`src/rtl/fwpt_pkg.sv`:
```
// Shared types, constants and helpers for the force window policy trigger.
// Depends on nothing; imported by force_window_policy_trigger.
`default_nettype none

package fwpt_pkg;

  // Field widths
  localparam int SAMPLE_W = 16;
  localparam int PHASE_W  = 8;
  localparam int BIN_W    = 3;
  localparam int ACT_W    = 2;
  localparam int TH_W     = 64;
  localparam int POLICY_W = 50;
  localparam int CFG_AW   = 2;
  localparam int IN_DW    = 24;
  localparam int OUT_DW   = 32;

  // Defaults and fixed policy constants
  localparam int WINDOW_LEN_DEF = 8;
  localparam int BIN_COUNT      = 5;
  localparam int TABLE_STRIDE   = 5;
  localparam int TH_COUNT       = 4;

  localparam logic [PHASE_W-1:0] PHASE_LOW = 8'd50;
  localparam logic [PHASE_W-1:0] PHASE_END = 8'd80;

  // Reset values: thresholds -1.2, -0.9, -0.6, -0.3 in Q4.12, lowest first
  localparam logic [TH_W-1:0]     TH_RESET     = 64'd18101082249332714701;
  localparam logic [POLICY_W-1:0] POLICY_RESET = 50'd375321464771925;

  // Configuration register indexes
  typedef enum logic [CFG_AW-1:0] {
    CFG_SAMPLE_TH = 2'd0,
    CFG_MEAN_TH   = 2'd1,
    CFG_POLICY    = 2'd2
  } cfg_idx_t;

  // Request kinds
  typedef enum logic {
    OP_SAMPLE = 1'b0,
    OP_ACK    = 1'b1
  } op_t;

  // Actions of interest
  localparam logic [ACT_W-1:0] ACT_INTERVENE = 2'd2;

  // Result request
  typedef struct packed {
    logic                       intervention_latched;
    logic                       new_intervention;
    logic                       action_valid;
    logic [ACT_W-1:0]           action;
    logic signed [SAMPLE_W-1:0] window_mean;
    logic [BIN_W-1:0]           mean_bin;
    logic [BIN_W-1:0]           sample_bin;
  } result_t;

  // First threshold the value is below, else the top bin
  function automatic logic [BIN_W-1:0] bin_of(
    input logic signed [SAMPLE_W-1:0] x,
    input logic [TH_W-1:0]            packed_th
  );
    logic [BIN_W-1:0]           res;
    logic signed [SAMPLE_W-1:0] th;
    res = BIN_W'(BIN_COUNT - 1);
    for (int k = TH_COUNT - 1; k >= 0; k--) begin
      th = packed_th[k*SAMPLE_W +: SAMPLE_W];
      if ((k < BIN_COUNT - 1) && (x < th)) begin
        res = BIN_W'(k);
      end
    end
    return res;
  endfunction

endpackage

`default_nettype wire

```
`src/rtl/force_window_policy_trigger.sv`:
```
// Force window policy trigger: moving-window mean, two binnings, policy lookup
// and sticky intervention latch. Depends on fwpt_pkg.
//
//  channel | direction | payload
//  --------+-----------+-----------------------------------------------------
//  in_     | in        | tdata: force_sample, flight_phase; tuser: op
//  out_    | out       | tdata: sample_bin .. intervention_latched
//  cfg_    | in        | write enable, register index, 64-bit data
//
// Each request passes stage 1 and then the output register; one request is
// taken every cycle while out_tready is high. The clock period is set by the
// constant-reciprocal multiply for the mean followed by the bin compares.
// Reset (rst_n low, synchronous) clears the window, sum, latch and valids and
// loads the default thresholds and policy table. A stall on out_tready holds
// both stages and drops in_tready once the pipeline is full.
`default_nettype none

module force_window_policy_trigger #(
  parameter int WINDOW_LEN = fwpt_pkg::WINDOW_LEN_DEF
) (
  input  wire logic                          clk,
  input  wire logic                          rst_n,
  // in_tdata: [15:0] force_sample, [23:16] flight_phase
  input  wire logic                          in_tvalid,
  output logic                               in_tready,
  input  wire logic [fwpt_pkg::IN_DW-1:0]    in_tdata,
  // in_tuser: [0] op
  input  wire logic                          in_tuser,
  // out_tdata: [2:0] sample_bin, [5:3] mean_bin, [21:6] window_mean,
  // [23:22] action, [24] action_valid, [25] new_intervention,
  // [26] intervention_latched, [31:27] zero
  output logic                               out_tvalid,
  input  wire logic                          out_tready,
  output logic [fwpt_pkg::OUT_DW-1:0]        out_tdata,
  input  wire logic                          cfg_we,
  input  wire logic [fwpt_pkg::CFG_AW-1:0]   cfg_addr,
  input  wire logic [fwpt_pkg::TH_W-1:0]     cfg_wdata
);
  import fwpt_pkg::*;

  localparam int WIN_LG = $clog2(WINDOW_LEN);
  localparam int SUM_W  = SAMPLE_W + WIN_LG;
  localparam int MAG_W  = SUM_W;
  localparam int SHIFT  = MAG_W + WIN_LG;
  localparam int PROD_W = 2 * MAG_W + 1;
  localparam logic [63:0] RECIP_FULL =
    ((64'd1 << SHIFT) + 64'(WINDOW_LEN) - 64'd1) / 64'(WINDOW_LEN);
  localparam logic [MAG_W:0] RECIP = RECIP_FULL[MAG_W:0];
  localparam logic signed [SUM_W:0] ROUND_ADJ = (SUM_W+1)'(WINDOW_LEN - 1);

  // Configuration registers
  logic [TH_W-1:0]     sample_th_r;
  logic [TH_W-1:0]     mean_th_r;
  logic [POLICY_W-1:0] policy_r;

  always_ff @(posedge clk) begin
    if (!rst_n) begin
      sample_th_r <= TH_RESET;
      mean_th_r   <= TH_RESET;
      policy_r    <= POLICY_RESET;
    end else if (cfg_we) begin
      unique case (cfg_addr)
        CFG_SAMPLE_TH: sample_th_r <= cfg_wdata;
        CFG_MEAN_TH:   mean_th_r   <= cfg_wdata;
        CFG_POLICY:    policy_r    <= cfg_wdata[POLICY_W-1:0];
        default:       ;
      endcase
    end
  end

  // Handshake and pipeline advance
  logic s1_v_r;
  logic out_adv;
  logic in_acc;

  assign out_adv   = !out_tvalid || out_tready;
  assign in_tready = !s1_v_r || out_adv;
  assign in_acc    = in_tvalid && in_tready;

  // Input field split
  logic signed [SAMPLE_W-1:0] in_sample;
  logic [PHASE_W-1:0]         in_phase;
  op_t                        in_op;

  assign in_sample = in_tdata[SAMPLE_W-1:0];
  assign in_phase  = in_tdata[SAMPLE_W +: PHASE_W];
  assign in_op     = op_t'(in_tuser);

  // Sample window and running sum, updated on accept of a sample request
  logic signed [SAMPLE_W-1:0] win_r [WINDOW_LEN];
  logic signed [SUM_W-1:0]    sum_r;
  logic signed [SUM_W-1:0]    sum_nxt;

  assign sum_nxt = sum_r - SUM_W'(win_r[WINDOW_LEN-1]) + SUM_W'(in_sample);

  always_ff @(posedge clk) begin
    if (!rst_n) begin
      for (int i = 0; i < WINDOW_LEN; i++) begin
        win_r[i] <= '0;
      end
      sum_r <= '0;
    end else if (in_acc && in_op == OP_SAMPLE) begin
      win_r[0] <= in_sample;
      for (int i = 1; i < WINDOW_LEN; i++) begin
        win_r[i] <= win_r[i-1];
      end
      sum_r <= sum_nxt;
    end
  end

  // Stage 1 registers: request and the window sum it sees
  op_t                        s1_op_r;
  logic signed [SAMPLE_W-1:0] s1_sample_r;
  logic [PHASE_W-1:0]         s1_phase_r;
  logic signed [SUM_W-1:0]    s1_sum_r;

  always_ff @(posedge clk) begin
    if (!rst_n) begin
      s1_v_r <= 1'b0;
    end else if (in_tready) begin
      s1_v_r <= in_tvalid;
    end
  end

  always_ff @(posedge clk) begin
    if (in_acc) begin
      s1_op_r     <= in_op;
      s1_sample_r <= in_sample;
      s1_phase_r  <= in_phase;
      s1_sum_r    <= (in_op == OP_SAMPLE) ? sum_nxt : sum_r;
    end
  end

  // Floor mean: magnitude rounded up for negatives, reciprocal multiply
  logic                       sum_neg;
  logic signed [SUM_W:0]      mag_ext;
  logic [MAG_W-1:0]           mag;
  logic [PROD_W-1:0]          prod;
  logic [SAMPLE_W-1:0]        quo;
  logic signed [SAMPLE_W-1:0] mean;

  assign sum_neg = s1_sum_r[SUM_W-1];
  assign mag_ext = sum_neg ? (-{s1_sum_r[SUM_W-1], s1_sum_r} + ROUND_ADJ)
                           : {s1_sum_r[SUM_W-1], s1_sum_r};
  assign mag     = mag_ext[MAG_W-1:0];
  assign prod    = PROD_W'(mag) * PROD_W'(RECIP);
  assign quo     = prod[SHIFT +: SAMPLE_W];
  assign mean    = sum_neg ? -quo : quo;

  // Binning, policy lookup and latch decision
  logic [BIN_W-1:0]  sbin;
  logic [BIN_W-1:0]  mbin;
  logic [4:0]        tbl_idx;
  logic [ACT_W-1:0]  act;
  logic              phase_ok;
  logic              latch_r;
  logic              latch_nxt;
  result_t           res;

  assign sbin     = bin_of(s1_sample_r, sample_th_r);
  assign mbin     = bin_of(mean, mean_th_r);
  assign tbl_idx  = 5'(sbin * TABLE_STRIDE) + 5'(mbin);
  assign act      = policy_r[2*tbl_idx +: ACT_W];
  assign phase_ok = (s1_phase_r >= PHASE_LOW) && (s1_phase_r < PHASE_END);

  always_comb begin
    res             = '0;
    res.window_mean = mean;
    latch_nxt       = latch_r;
    unique case (s1_op_r)
      OP_ACK: begin
        latch_nxt = 1'b0;
      end
      OP_SAMPLE: begin
        res.sample_bin   = sbin;
        res.mean_bin     = mbin;
        res.action       = act;
        res.action_valid = phase_ok;
        if (phase_ok && act == ACT_INTERVENE && !latch_r) begin
          latch_nxt            = 1'b1;
          res.new_intervention = 1'b1;
        end
      end
      default: ;
    endcase
    res.intervention_latched = latch_nxt;
  end

  // Output register and latch, both move when stage 1 hands over
  result_t out_r;

  always_ff @(posedge clk) begin
    if (!rst_n) begin
      out_tvalid <= 1'b0;
      latch_r    <= 1'b0;
    end else if (out_adv) begin
      out_tvalid <= s1_v_r;
      if (s1_v_r) begin
        latch_r <= latch_nxt;
      end
    end
  end

  always_ff @(posedge clk) begin
    if (out_adv && s1_v_r) begin
      out_r <= res;
    end
  end

  assign out_tdata = OUT_DW'(out_r);

  // Checks
  a_new_means_set: assert property (@(posedge clk) disable iff (!rst_n)
    out_tvalid && out_r.new_intervention |->
      out_r.intervention_latched && out_r.action_valid
      && out_r.action == ACT_INTERVENE)
    else $error("new intervention without a valid intervene action");

  a_latch_matches: assert property (@(posedge clk) disable iff (!rst_n)
    out_tvalid |-> out_r.intervention_latched == latch_r)
    else $error("reported latch differs from latch state");

  a_bins_range: assert property (@(posedge clk) disable iff (!rst_n)
    out_tvalid |-> out_r.sample_bin <= BIN_W'(BIN_COUNT - 1)
      && out_r.mean_bin <= BIN_W'(BIN_COUNT - 1))
    else $error("bin out of range");

  a_s1_hold: assert property (@(posedge clk) disable iff (!rst_n)
    s1_v_r && !out_adv |=> s1_v_r && $stable(s1_sum_r) && $stable(s1_sample_r))
    else $error("stage 1 request lost during stall");

endmodule

`default_nettype wire

```
`config.mk`:
```
export PLATFORM = sky130hd
export DESIGN_NAME = force_window_policy_trigger
export DESIGN_NICKNAME = d
export VERILOG_FILES = /design/src/rtl/fwpt_pkg.sv /design/src/rtl/force_window_policy_trigger.sv
export SDC_FILE = /design/constraint.sdc
export NUM_CORES = 1
export LEC_CHECK = 0
export BUFFER_PORTS_ARGS = -buffer_cell sky130_fd_sc_hd__buf_2
export CAP_MARGIN = 20
export CORE_ASPECT_RATIO = 0.7
export CORE_UTILIZATION = 45
export CTS_CLUSTER_DIAMETER = 200
export DETAILED_ROUTE_END_ITERATION = 10
export SLEW_MARGIN = 20
export SYNTH_ARGS = -nofsm -noshare
export SYNTH_HDL_FRONTEND = slang
export SYNTH_SLANG_ARGS = --single-unit
```
`constraint.sdc`:
```
create_clock -name clk -period 7.3 [get_ports clk]
set_input_delay 0.365 -clock clk [delete_from_list [all_inputs] [get_ports clk]]
set_output_delay 0.365 -clock clk [all_outputs]
set_load 0.02 [all_outputs]
```
# Word level (Yosys, flattened, before mapping)
# Memory sizes are Yosys's and may differ from the RTL's.
# Index checks and enable logic that the tools add are counted.
dict set report classes {
  muxes 26
  n_reduce_logical 16
  n_mul 1
  n_bitwise 10
  n_shift 1
  magnitude_cmp 10
  n_addsub 6
  n_eq_ne 3
}
# cell count
set ops {}
lappend ops {{two-way mux 16 bit} 9}
lappend ops {{less-than comparator 16 bit} 8}
lappend ops {{indexed part select 50 x 7 -> 2 bit} 1}
lappend ops {{two-way mux 19 bit} 2}
lappend ops {{two-way mux 3 bit} 8}
lappend ops {{adder 19 x 16 -> 19 bit} 1}
lappend ops {{adder 19 x 3 -> 19 bit (second input constant)} 1}
lappend ops {{negator 19 bit} 1}
lappend ops {{subtractor 19 x 16 -> 19 bit} 1}
lappend ops {{negator 16 bit} 1}
lappend ops {{greater-or-equal comparator 8 x 6 -> 1 bit (second input constant)} 1}
lappend ops {{less-than comparator 8 x 7 -> 1 bit (second input constant)} 1}
lappend ops {{OR 1 bit} 8}
lappend ops {{AND reduction 2 bit} 4}
lappend ops {{logical AND 1 bit} 6}
lappend ops {{two-way mux 1 bit} 6}
lappend ops {{adder 5 x 3 -> 5 bit} 1}
lappend ops {{multiplier 3 x 3 -> 5 bit (second input constant)} 1}
lappend ops {{== test 2 bit (second input constant)} 2}
lappend ops {{logical NOT 1 bit} 3}
lappend ops {{== test 2 x 1 -> 1 bit (second input constant)} 1}
lappend ops {{logical NOT 2 bit} 1}
lappend ops {{logical OR 1 bit} 2}
lappend ops {{inverter 1 bit} 2}
lappend ops {{case mux 1 bit (2 select lines)} 1}
dict set report totals {
  reg_bits 271
  ram_bits 128
  n_memories 1
  in_bits 96
}
# name words width rd rd_ports_with_merged_regs wr line_no
set memory_table {}
lappend memory_table {win_r 8 16 8 0 8 force_window_policy_trigger.sv:90} ;# logic signed [SAMPLE_W-1:0] win_r [WINDOW_LEN];

# Longest topological paths before layout
# Gate-level depths: netlist (run 1).
dict set report logic_depth {
  word_depth 17
  depth_mapped 32
}

# Worst setup path before layout (run 1)
# Ideal clock, no wire load.
dict set report synth_path {
  path_kind {register to register}
  start {reg s1_sum_r[3]}
  end {reg out_r (netlist bit out_tdata[26]), data pin}
  period_less_slack_ps 6349
  slack_ps 951
  path_buffers 2
  path_stages_with_launch 33
  setup_time_ps 267
  required_ps 7033
  arrival_ps 6083
  cell_sequence {edfxtp_1 > buf_2 > inv_1 > ha_1 > buf_4 > inv_1 > o31ai_1 > xor2_1 > o2111ai_1 > nor3_2 > xor2_1 > nand2_1 > xnor2_1 > ha_1 > a21o_1 > a21o_1 > a21oi_1 > nor2b_1 > o21ai_0 > nor4bb_1 > o32ai_1 > nand3_1 > nor2_1 > ha_1 > ha_1 > inv_1 > fa_1 > xor2_1 > mux4_2 > nand2b_1 > inv_1 > mux2i_1 > o22ai_1}
}
dict set report synth_between {
  elab_chain_len 17
  elab_cells_between_ends 20
}
# item line_no
set synth_rtl {}
lappend synth_rtl {{start: declaration} force_window_policy_trigger.sv:115} ;# logic signed [SUM_W-1:0] s1_sum_r;
lappend synth_rtl {{start signal: assignment} force_window_policy_trigger.sv:130} ;# s1_sum_r <= (in_op == OP_SAMPLE) ? sum_nxt : sum_r;
lappend synth_rtl {{negator 19 bit} force_window_policy_trigger.sv:143} ;# assign mag_ext = sum_neg ? (-{s1_sum_r[SUM_W-1], s1_sum_r} + ROUND_ADJ)
lappend synth_rtl {{adder 19 x 3 -> 19 bit} force_window_policy_trigger.sv:143}
lappend synth_rtl {{two-way mux 19 bit (*)} force_window_policy_trigger.sv:143}
lappend synth_rtl {{negator 16 bit} force_window_policy_trigger.sv:148} ;# assign mean = sum_neg ? -quo : quo;
lappend synth_rtl {{two-way mux 16 bit (*)} force_window_policy_trigger.sv:148}
lappend synth_rtl {{named net mean[10]} force_window_policy_trigger.sv:140} ;# logic signed [SAMPLE_W-1:0] mean;
lappend synth_rtl {{less-than comparator 16 bit} fwpt_pkg.sv:68} ;# if ((k < BIN_COUNT - 1) && (x < th)) begin
lappend synth_rtl {{two-way mux 3 bit (3 in a row)} fwpt_pkg.sv:68}
lappend synth_rtl {{two-way mux 3 bit (*)} fwpt_pkg.sv:68}
lappend synth_rtl {{named net mbin[1]} force_window_policy_trigger.sv:152} ;# logic [BIN_W-1:0] mbin;
lappend synth_rtl {{adder 5 x 3 -> 5 bit (*)} force_window_policy_trigger.sv:162} ;# assign tbl_idx = 5'(sbin * TABLE_STRIDE) + 5'(mbin);
lappend synth_rtl {{indexed part select 50 x 7 -> 2 bit (*)} force_window_policy_trigger.sv:163} ;# assign act = policy_r[2*tbl_idx +: ACT_W];
lappend synth_rtl {{== test 2 bit (*)} force_window_policy_trigger.sv:179} ;# if (phase_ok && act == ACT_INTERVENE && !latch_r) begin
lappend synth_rtl {{logical AND 1 bit (*) (2 in a row)} force_window_policy_trigger.sv:179}
lappend synth_rtl {{two-way mux 1 bit (*)} force_window_policy_trigger.sv:179}
lappend synth_rtl {{case mux 1 bit (2 select lines) (*)} force_window_policy_trigger.sv:170} ;# unique case (s1_op_r)
lappend synth_rtl {{named net latch_nxt} force_window_policy_trigger.sv:157} ;# logic latch_nxt;
lappend synth_rtl {{end signal: assignment} force_window_policy_trigger.sv:206} ;# out_r <= res;
lappend synth_rtl {{end: declaration} force_window_policy_trigger.sv:190} ;# result_t out_r;
# Mark *: on every way through the listed nets, which the timed path passes. The rest lies on a longest branch.
# A chain may end at the register's enable or synchronous reset.

# Worst setup path after layout (run 1)
dict set report layout_path {
  start {reg s1_sum_r[4]}
  end {reg out_r (netlist bit out_tdata[26]), data pin}
}
# The elaborated chain is that of the path after synthesis.

==> reports/qor.csv, run 1 <==
stage,metric,value,unit
clock_tree,clk_latency,0.55,ns
clock_tree,cts.sinks,395,
global_route,grt_max_degree,118,
floorplan,die_w,253,microns
setup_path,cp-endpoint,out_tdata[26],
setup_path,critical_path.max_stage_delay,0.68,ns
floorplan,io_pins,130,
timing,fin_skew,0.0189,ns
routing,drt_first_pass_iters,5,
setup_path,r2r-start,s1_sum_r[4],
logic_synthesis,synth_cell_type_count,79,
setup_path,crit_path_start_kind,register,
floorplan,die_y,178,microns
clock_tree,tritoncts,built,
timing,setup_viol,0,
setup_path,cp-startpoint,s1_sum_r[4],
routing,wl_per_cell,18.9,microns
clock_tree,numCtsBuffers,41,
global_route,grt_pass1_wl,78.1,mm
setup_path,crit_fanout,8,
setup_path,worst_r2r_endpoint,out_tdata[26],
logic_synthesis,synth.cell_area,19800,sq um
timing,period_share,92.3,%
finish,fin_nets,2324,
finish,synthToLayoutAreaGrowth,14.0,%
timing,worstMarginPinSlew,1.10,ns
timing,fmax,0.148,GHz
finish,final_common_cell,nand2_1,
routing,route.vias.total,14200,
logic_synthesis,synth-edff-count,195,
min_path,worstHoldPathType,in -> reg,
place,gp_congestion,0.856,
clock_tree,clock_path_buffers,3,
timing,period_needed,6.74,ns
routing,postRouteAntennaNets,0,
status,status,"finished, final reports clean",
floorplan,fp.coreArea,42900,sq um
timing,finalHoldViolCount,0,
routing,drc,0,
global_route,grt.overflow.total,0,
global_route,first_global_vias,13800,
routing,drt_iter0_markers,1039,
timing,finalSetupTns,0,ns
setup_path,crit_required,7.58,ns
clock_tree,postCtsSetupBuffers,0,
run,maxCapViolations,0,
place,port_buffers,123,
floorplan,core.rowCount,63,
finish,layout-drive-gt1-share,12.7,%
floorplan,initial_core_util,46.2,%
timing,grt_setup_unrepaired,no,
logic_synthesis,async_flop_share,0,%
logic_synthesis,yosys_warnings,0,
routing,vias_per_cell,5.32,
global_route,antenna_found_initial,0,
setup_path,crit_type,reg -> reg,
setup_path,crit_arrival,7.02,ns
pwr,p_per_area,325,nW/um^2
place,dp.cells,2591,
logic_synthesis,synth_ff_type,dfxtp_1,
logic_synthesis,ys_seq_area_share,49.7,%
setup_path,rr_worst_depth,30,
clock_tree,htreeDepth,2,
finish,layout.cells.non_filler,2675,
routing,routed_wl,50.5,mm
finish,layout_common_cells,"nand2_1, inv_1, dfxtp_1",
floorplan,die-area,44900,sq um
timing,maxSlewHeadroom,26.8,%
global_route,track_usage,22.8,%
logic_synthesis,netlist_instances,1954,
pwr,leakage,10.0,nW
logic_synthesis,syn_area_per_cell,10.1,sq um
clock_tree,root_buffer,clkbuf_16,
pwr,vdd_drop_max,0.000161,V
timing,maxSlewViolCount,0,
setup_path,cpMaxStageDelayCell,fa_1,
clock_tree,cts.clk_slew.worst_paths,0.06,ns
finish,diodes,0,
setup_path,r2r_slack,0.56,ns
place,hpwl,35.0,mm
logic_synthesis,ys_seq_elements,395,
setup_path,cp-end-kind,register,
[stage by stage]
stage	util, %	power, W	instance area, sq um	setup slack, ns	hold WS [ns]
6_report	52.7	0.00735	22600	0.561	0.0276
5_1_grt	52.7	0.00777	22600	0.122	0.0151
2_1_floorplan	-	0.00435	19800	0.951	0.435
3_3_place_gp	49.0	0.00508	21000	0.334	0.445
4_1_cts	52.5	0.00739	22500	0.216	0.00701
3_5_place_dp	49.0	0.00515	21000	0.232	0.454
[cells by family after synthesis]
family                     count (synthesis)  synth area share, %
and+or+nand+nor                          638                 15.3
DFF                                      395                 49.7
AOI/OAI and AO/OA                        365                 13.0
buffers and inverters                    314                 6.17
adders and majority gates                169                 11.4
xor gates and xnor gates                  49                 2.26
muxes                                     23                 2.08
other                                      1               0.0189
[state kept, by name, indices dropped and copies added (netlist names)]
signal and cells:
policy_r 50, s1_v_r 1, mean_th_r 64, out_tdata 27
s1_sample_r 16, win_r 128, s1_op_r 1, s1_phase_r 7
sum_r 19, sample_th_r 64, s1_sum_r 16, out_tvalid 1
latch_r 1
[how the worst min path moves through the flow]
stage                     end  cells after the start          from  slack [ns]
2_1_floorplan    policy_r[12]                      2  policy_r[12]        0.44
3_3_place_gp      policy_r[2]                      2   policy_r[2]        0.45
3_5_place_dp      policy_r[4]                      2   policy_r[4]        0.45
4_1_cts        s1_sample_r[3]                      1   in_tdata[3]       0.007
5_1_grt        s1_sample_r[3]                      1   in_tdata[3]        0.02
6_report       s1_sample_r[3]                      1   in_tdata[3]        0.03
[per-layer routing]
metal  GRT usage [%]  share of wire, %  vias up
met5               0                 0        -
met4            6.21               2.5        0
met3            3.55               5.2       76
met2            36.8                45      309
met1            31.9                47     6875
li1                -                 -     6974
[area by class of cell]
class	count	area, sq um
clock buffer	58	1210
inverter	209	787
tap	585	732
fill	3918	20300
sequential	395	9860
multi-input combinational	1249	8820
clock inverter	16	219
timing repair buffer	163	965
[synth_stat cells, drive strengths merged (15+ instances only)]
cell | n | area share, %
nor3 | 15 | 0.40
inv | 208 | 3.9
xnor2 | 27 | 1.3
o211ai | 77 | 2.9
nor2 | 56 | 1.1
nand2b | 21 | 0.66
clkbuf | 91 | 1.7
and3 | 85 | 2.7
dfxtp | 200 | 20
a21oi | 41 | 1.1
nand2 | 329 | 6.2
o21ai | 44 | 1.1
a21o | 39 | 1.5
xor2 | 22 | 0.97
edfxtp | 195 | 30
nand3 | 43 | 1.1
a21boi | 75 | 2.8
ha | 150 | 9.5
o22ai | 17 | 0.54
fa | 19 | 1.9
and2 | 34 | 1.1
[worst max-delay path, delay by kind of cell, from the launching register on]
family	cells	cell delay [ns]
flops	1	0.50
compound gates	9	1.57
buf+inv	4	0.40
fa+ha+maj	5	1.60
xor+xnor	3	0.71
mux	2	0.55
simple gates	7	1.14
[report_power, final]
group,internal (W),switching [W]
registers,0.00255,0.000120
clock network,0.00134,0.000888
logic,0.00103,0.00143
total,0.00492,0.00243
[repair_timing]
action	CTS	global route
resized for setup	0	5
hold endpoints to repair	9	0
endpoints found under the setup margin	0	3
hold buffers	9	0
Power figures use the tool's default switching activity.
==> run 2, diff against run 1 <==
--- a/config.mk
+++ b/config.mk
@@ -7,8 +7,9 @@
 export LEC_CHECK = 0
 export BUFFER_PORTS_ARGS = -buffer_cell sky130_fd_sc_hd__buf_2
 export CAP_MARGIN = 20
-export CORE_ASPECT_RATIO = 0.7
+export CORE_ASPECT_RATIO = 0.8
 export CORE_UTILIZATION = 45
+export CTS_BUF_LIST = sky130_fd_sc_hd__clkbuf_4
 export CTS_CLUSTER_DIAMETER = 200
 export DETAILED_ROUTE_END_ITERATION = 10
 export SLEW_MARGIN = 20
==> run 2 against run 1 <==
Fmax fell by 2.0%. Power fell by 3.4%. Clock-buffer cell count grew 93. Non-clock buffer count rose by 83. Critical path depth down 4. Routed wire length rose by 5.6%. Clock power down 14%. Worst setup slack worse by 0.14 ns. Sequential share of layout area down 1.2 points. Die area about the same. Critical endpoint unchanged. Largest power group unchanged.
==> reports/qor.csv, run 2 (same netlist as run 1, synthesis figures left out) <==
stage,metric,value,unit
min_path,whs_path_depth,1,
floorplan,die_w,237,microns
timing,fin_skew,0.0936,ns
routing,wl_per_cell,18.8,microns
timing,hold_slack,0.161,ns
pwr,power.total,0.00710,W
setup_path,cp_common_cell,ha_1,
clock_tree,root_buffer,clkbuf_4,
clock_tree,cts.sinks,395,
floorplan,io_pins,130,
routing,postRouteAntennaNets,0,
setup_path,critical-path-top-delay-family,simple AND/OR/NAND/NOR gates,
floorplan,die_y,190,microns
setup_path,crit_buf_inv,4,
routing,vias_per_cell,5.33,
setup_path,r2r_slack,0.42,ns
timing,fmax,0.145,GHz
place,dp.cells,2564,
run,maxCapViolations,0,
setup_path,crit_arrival,7.41,ns
finish,layout_common_cells,"nand2_1, inv_1, dfxtp_1",
timing,maxSlewViolCount,0,
timing,finalHoldViolCount,0,
global_route,grt_pass1_wl,81.5,mm
setup_path,crit_fanout,10,
timing,worstMarginPinSlew,1.04,ns
global_route,track_usage,23.9,%
timing,period_needed,6.88,ns
clock_tree,htreeDepth,3,
timing,setup_viol,0,
clock_tree,clock_path_buffers,3,
finish,layout.cells.non_filler,2845,
setup_path,crit_cells,26,
setup_path,cp-end-kind,register,
routing,routed_wl,53.4,mm
timing,period_share,94.2,%
place,hpwl,36.2,mm
floorplan,fp.coreArea,43300,sq um
clock_tree,clk_latency,0.89,ns
pwr,p_per_area,305,nW/um^2
global_route,first_global_vias,14300,
global_route,grt.overflow.total,0,
setup_path,crit_path_start_kind,register,
finish,final_common_cell,nand2_1,
routing,drc,0,
floorplan,core.rowCount,68,
global_route,antenna_found_initial,3,
place,port_buffers,123,
place,gp_congestion,0.883,
global_route,grt_max_degree,109,
clock_tree,tritoncts,built,
setup_path,critical_path.max_stage_delay,0.58,ns
setup_path,crit_required,7.84,ns
finish,top_register,win_r,
floorplan,die-area,44900,sq um
setup_path,cp-startpoint,s1_sum_r[4],
routing,drt_first_pass_iters,5,
routing,drt_iter0_markers,1230,
floorplan,initial_core_util,45.8,%
setup_path,cp-endpoint,out_tdata[26],
finish,layout-drive-gt1-share,16.1,%
routing,route.vias.total,15200,
timing,maxSlewHeadroom,30.7,%
clock_tree,cts.clk_slew.worst_paths,0.06,ns
min_path,worstHoldPathType,in -> reg,
finish,synthToLayoutAreaGrowth,17.3,%
setup_path,worst_r2r_endpoint,out_tdata[26],
setup_path,r2r-start,s1_sum_r[4],
clock_tree,numCtsBuffers,100,
status,status,"finished, final reports clean",
setup_path,rr_worst_depth,26,
pwr,leakage,10.5,nW
setup_path,crit_type,reg -> reg,
pwr,vdd_drop_max,0.000184,V
finish,fin_nets,2466,
setup_path,cpMaxStageDelayCell,ha_1,
finish,largest_reg_flops,128,
finish,reg_top3,"win_r x128, mean_th_r x64, sample_th_r x64",
-- run 2: cell count changes in the layout (fill, tap and decap cells not counted), sizes merged --
| cell | previous run | this run |
|---|---|---|
| bufinv | 5 | 1 |
| clkbuf | 58 | 151 |
| clkinv | 8 | 23 |
| diode | 0 | 7 |
| dlygate4sd3 | 9 | 92 |
| inv | 209 | 210 |
-- run 2: area by class of cell --
cell class | instances | area [sq um]
diodes | 7 | 17.5
well taps | 560 | 701
fillers | 3883 | 20100
flip-flops and latches | 395 | 9860
inverters | 209 | 790
repair buffers | 246 | 1780
clock buffers | 151 | 1130
multi-input cells | 1249 | 8810
clock inverters | 28 | 159
-- run 2: repair_timing --
action                                  in CTS  in global routing
endpoints found under the setup margin       1                  3
hold buffers                                92                  0
pin swaps                                    0                  1
hold endpoints to repair                   219                  0
resized for setup                            1                  4
setup buffers                                0                  3
-- run 2: power by group --
part	total [W]	switching, W	leakage, nW	internal, W
Sequential	0.00267	0.000120	3.66	0.00255
Combinational	0.00251	0.00144	6.03	0.00107
Clock	0.00192	0.000938	0.767	0.000982
-- run 2: worst reg2reg max path: stages (launching register included) --
cell and delay [ns]:
edfxtp_1 0.47, inv_1 0.12, ha_1 0.19, inv_1 0.09
o31ai_1 0.29, xor2_1 0.28, o2111ai_1 0.26, nor3_2 0.31
a21boi_0 0.28, xnor2_1 0.11, nor2_1 0.11, xor2_1 0.33
buf_4 0.21, ha_1 0.15, nand4_1 0.09, or3_1 0.36
o21ai_0 0.23, nand3_1 0.18, nor2_1 0.18, ha_1 0.26
ha_1 0.58, mux4_2 0.41, mux4_2 0.51, nand2b_1 0.09
inv_1 0.05, mux2i_2 0.30, o22ai_1 0.12
-- run 2: worst min-delay path by stage --
stage                            to         start  slack (ns)
floorplan              policy_r[12]  policy_r[12]        0.44
global placement       policy_r[38]  policy_r[38]        0.44
detailed placement      policy_r[6]   policy_r[6]        0.45
CTS                 sample_th_r[22]   cfg_addr[0]        0.07
global route                s1_op_r      in_tuser        0.09
finish                      s1_op_r      in_tuser        0.16
-- run 2: metal layers --
metal | GRT usage, % | wire length (microns) | up-vias | part of all wire (%)
met1 | 34.1 | 25100 | 7216 | 47
li1 | - | - | 7352 | -
met2 | 35.4 | 23100 | 482 | 43
met5 | 0 | 0 | - | 0
met4 | 8.72 | 1550 | 0 | 2.9
met3 | 5.25 | 3620 | 107 | 6.8
-- run 2: metrics by stage --
| stage | cell area, sq um | util (%) | TNS [ns] | setup slack, ns |
|---|---|---|---|---|
| 5_1_grt | 23200 | 53.7 | -0.00886 | -0.00886 |
| 6_report | 23200 | 53.7 | 0 | 0.421 |
| 3_5_place_dp | 21000 | 48.4 | 0 | 0.0951 |
| 2_1_floorplan | 19800 | - | 0 | 0.951 |
| 4_1_cts | 23200 | 53.5 | 0 | 0.138 |
| 3_3_place_gp | 21000 | 48.4 | 0 | 0.238 |
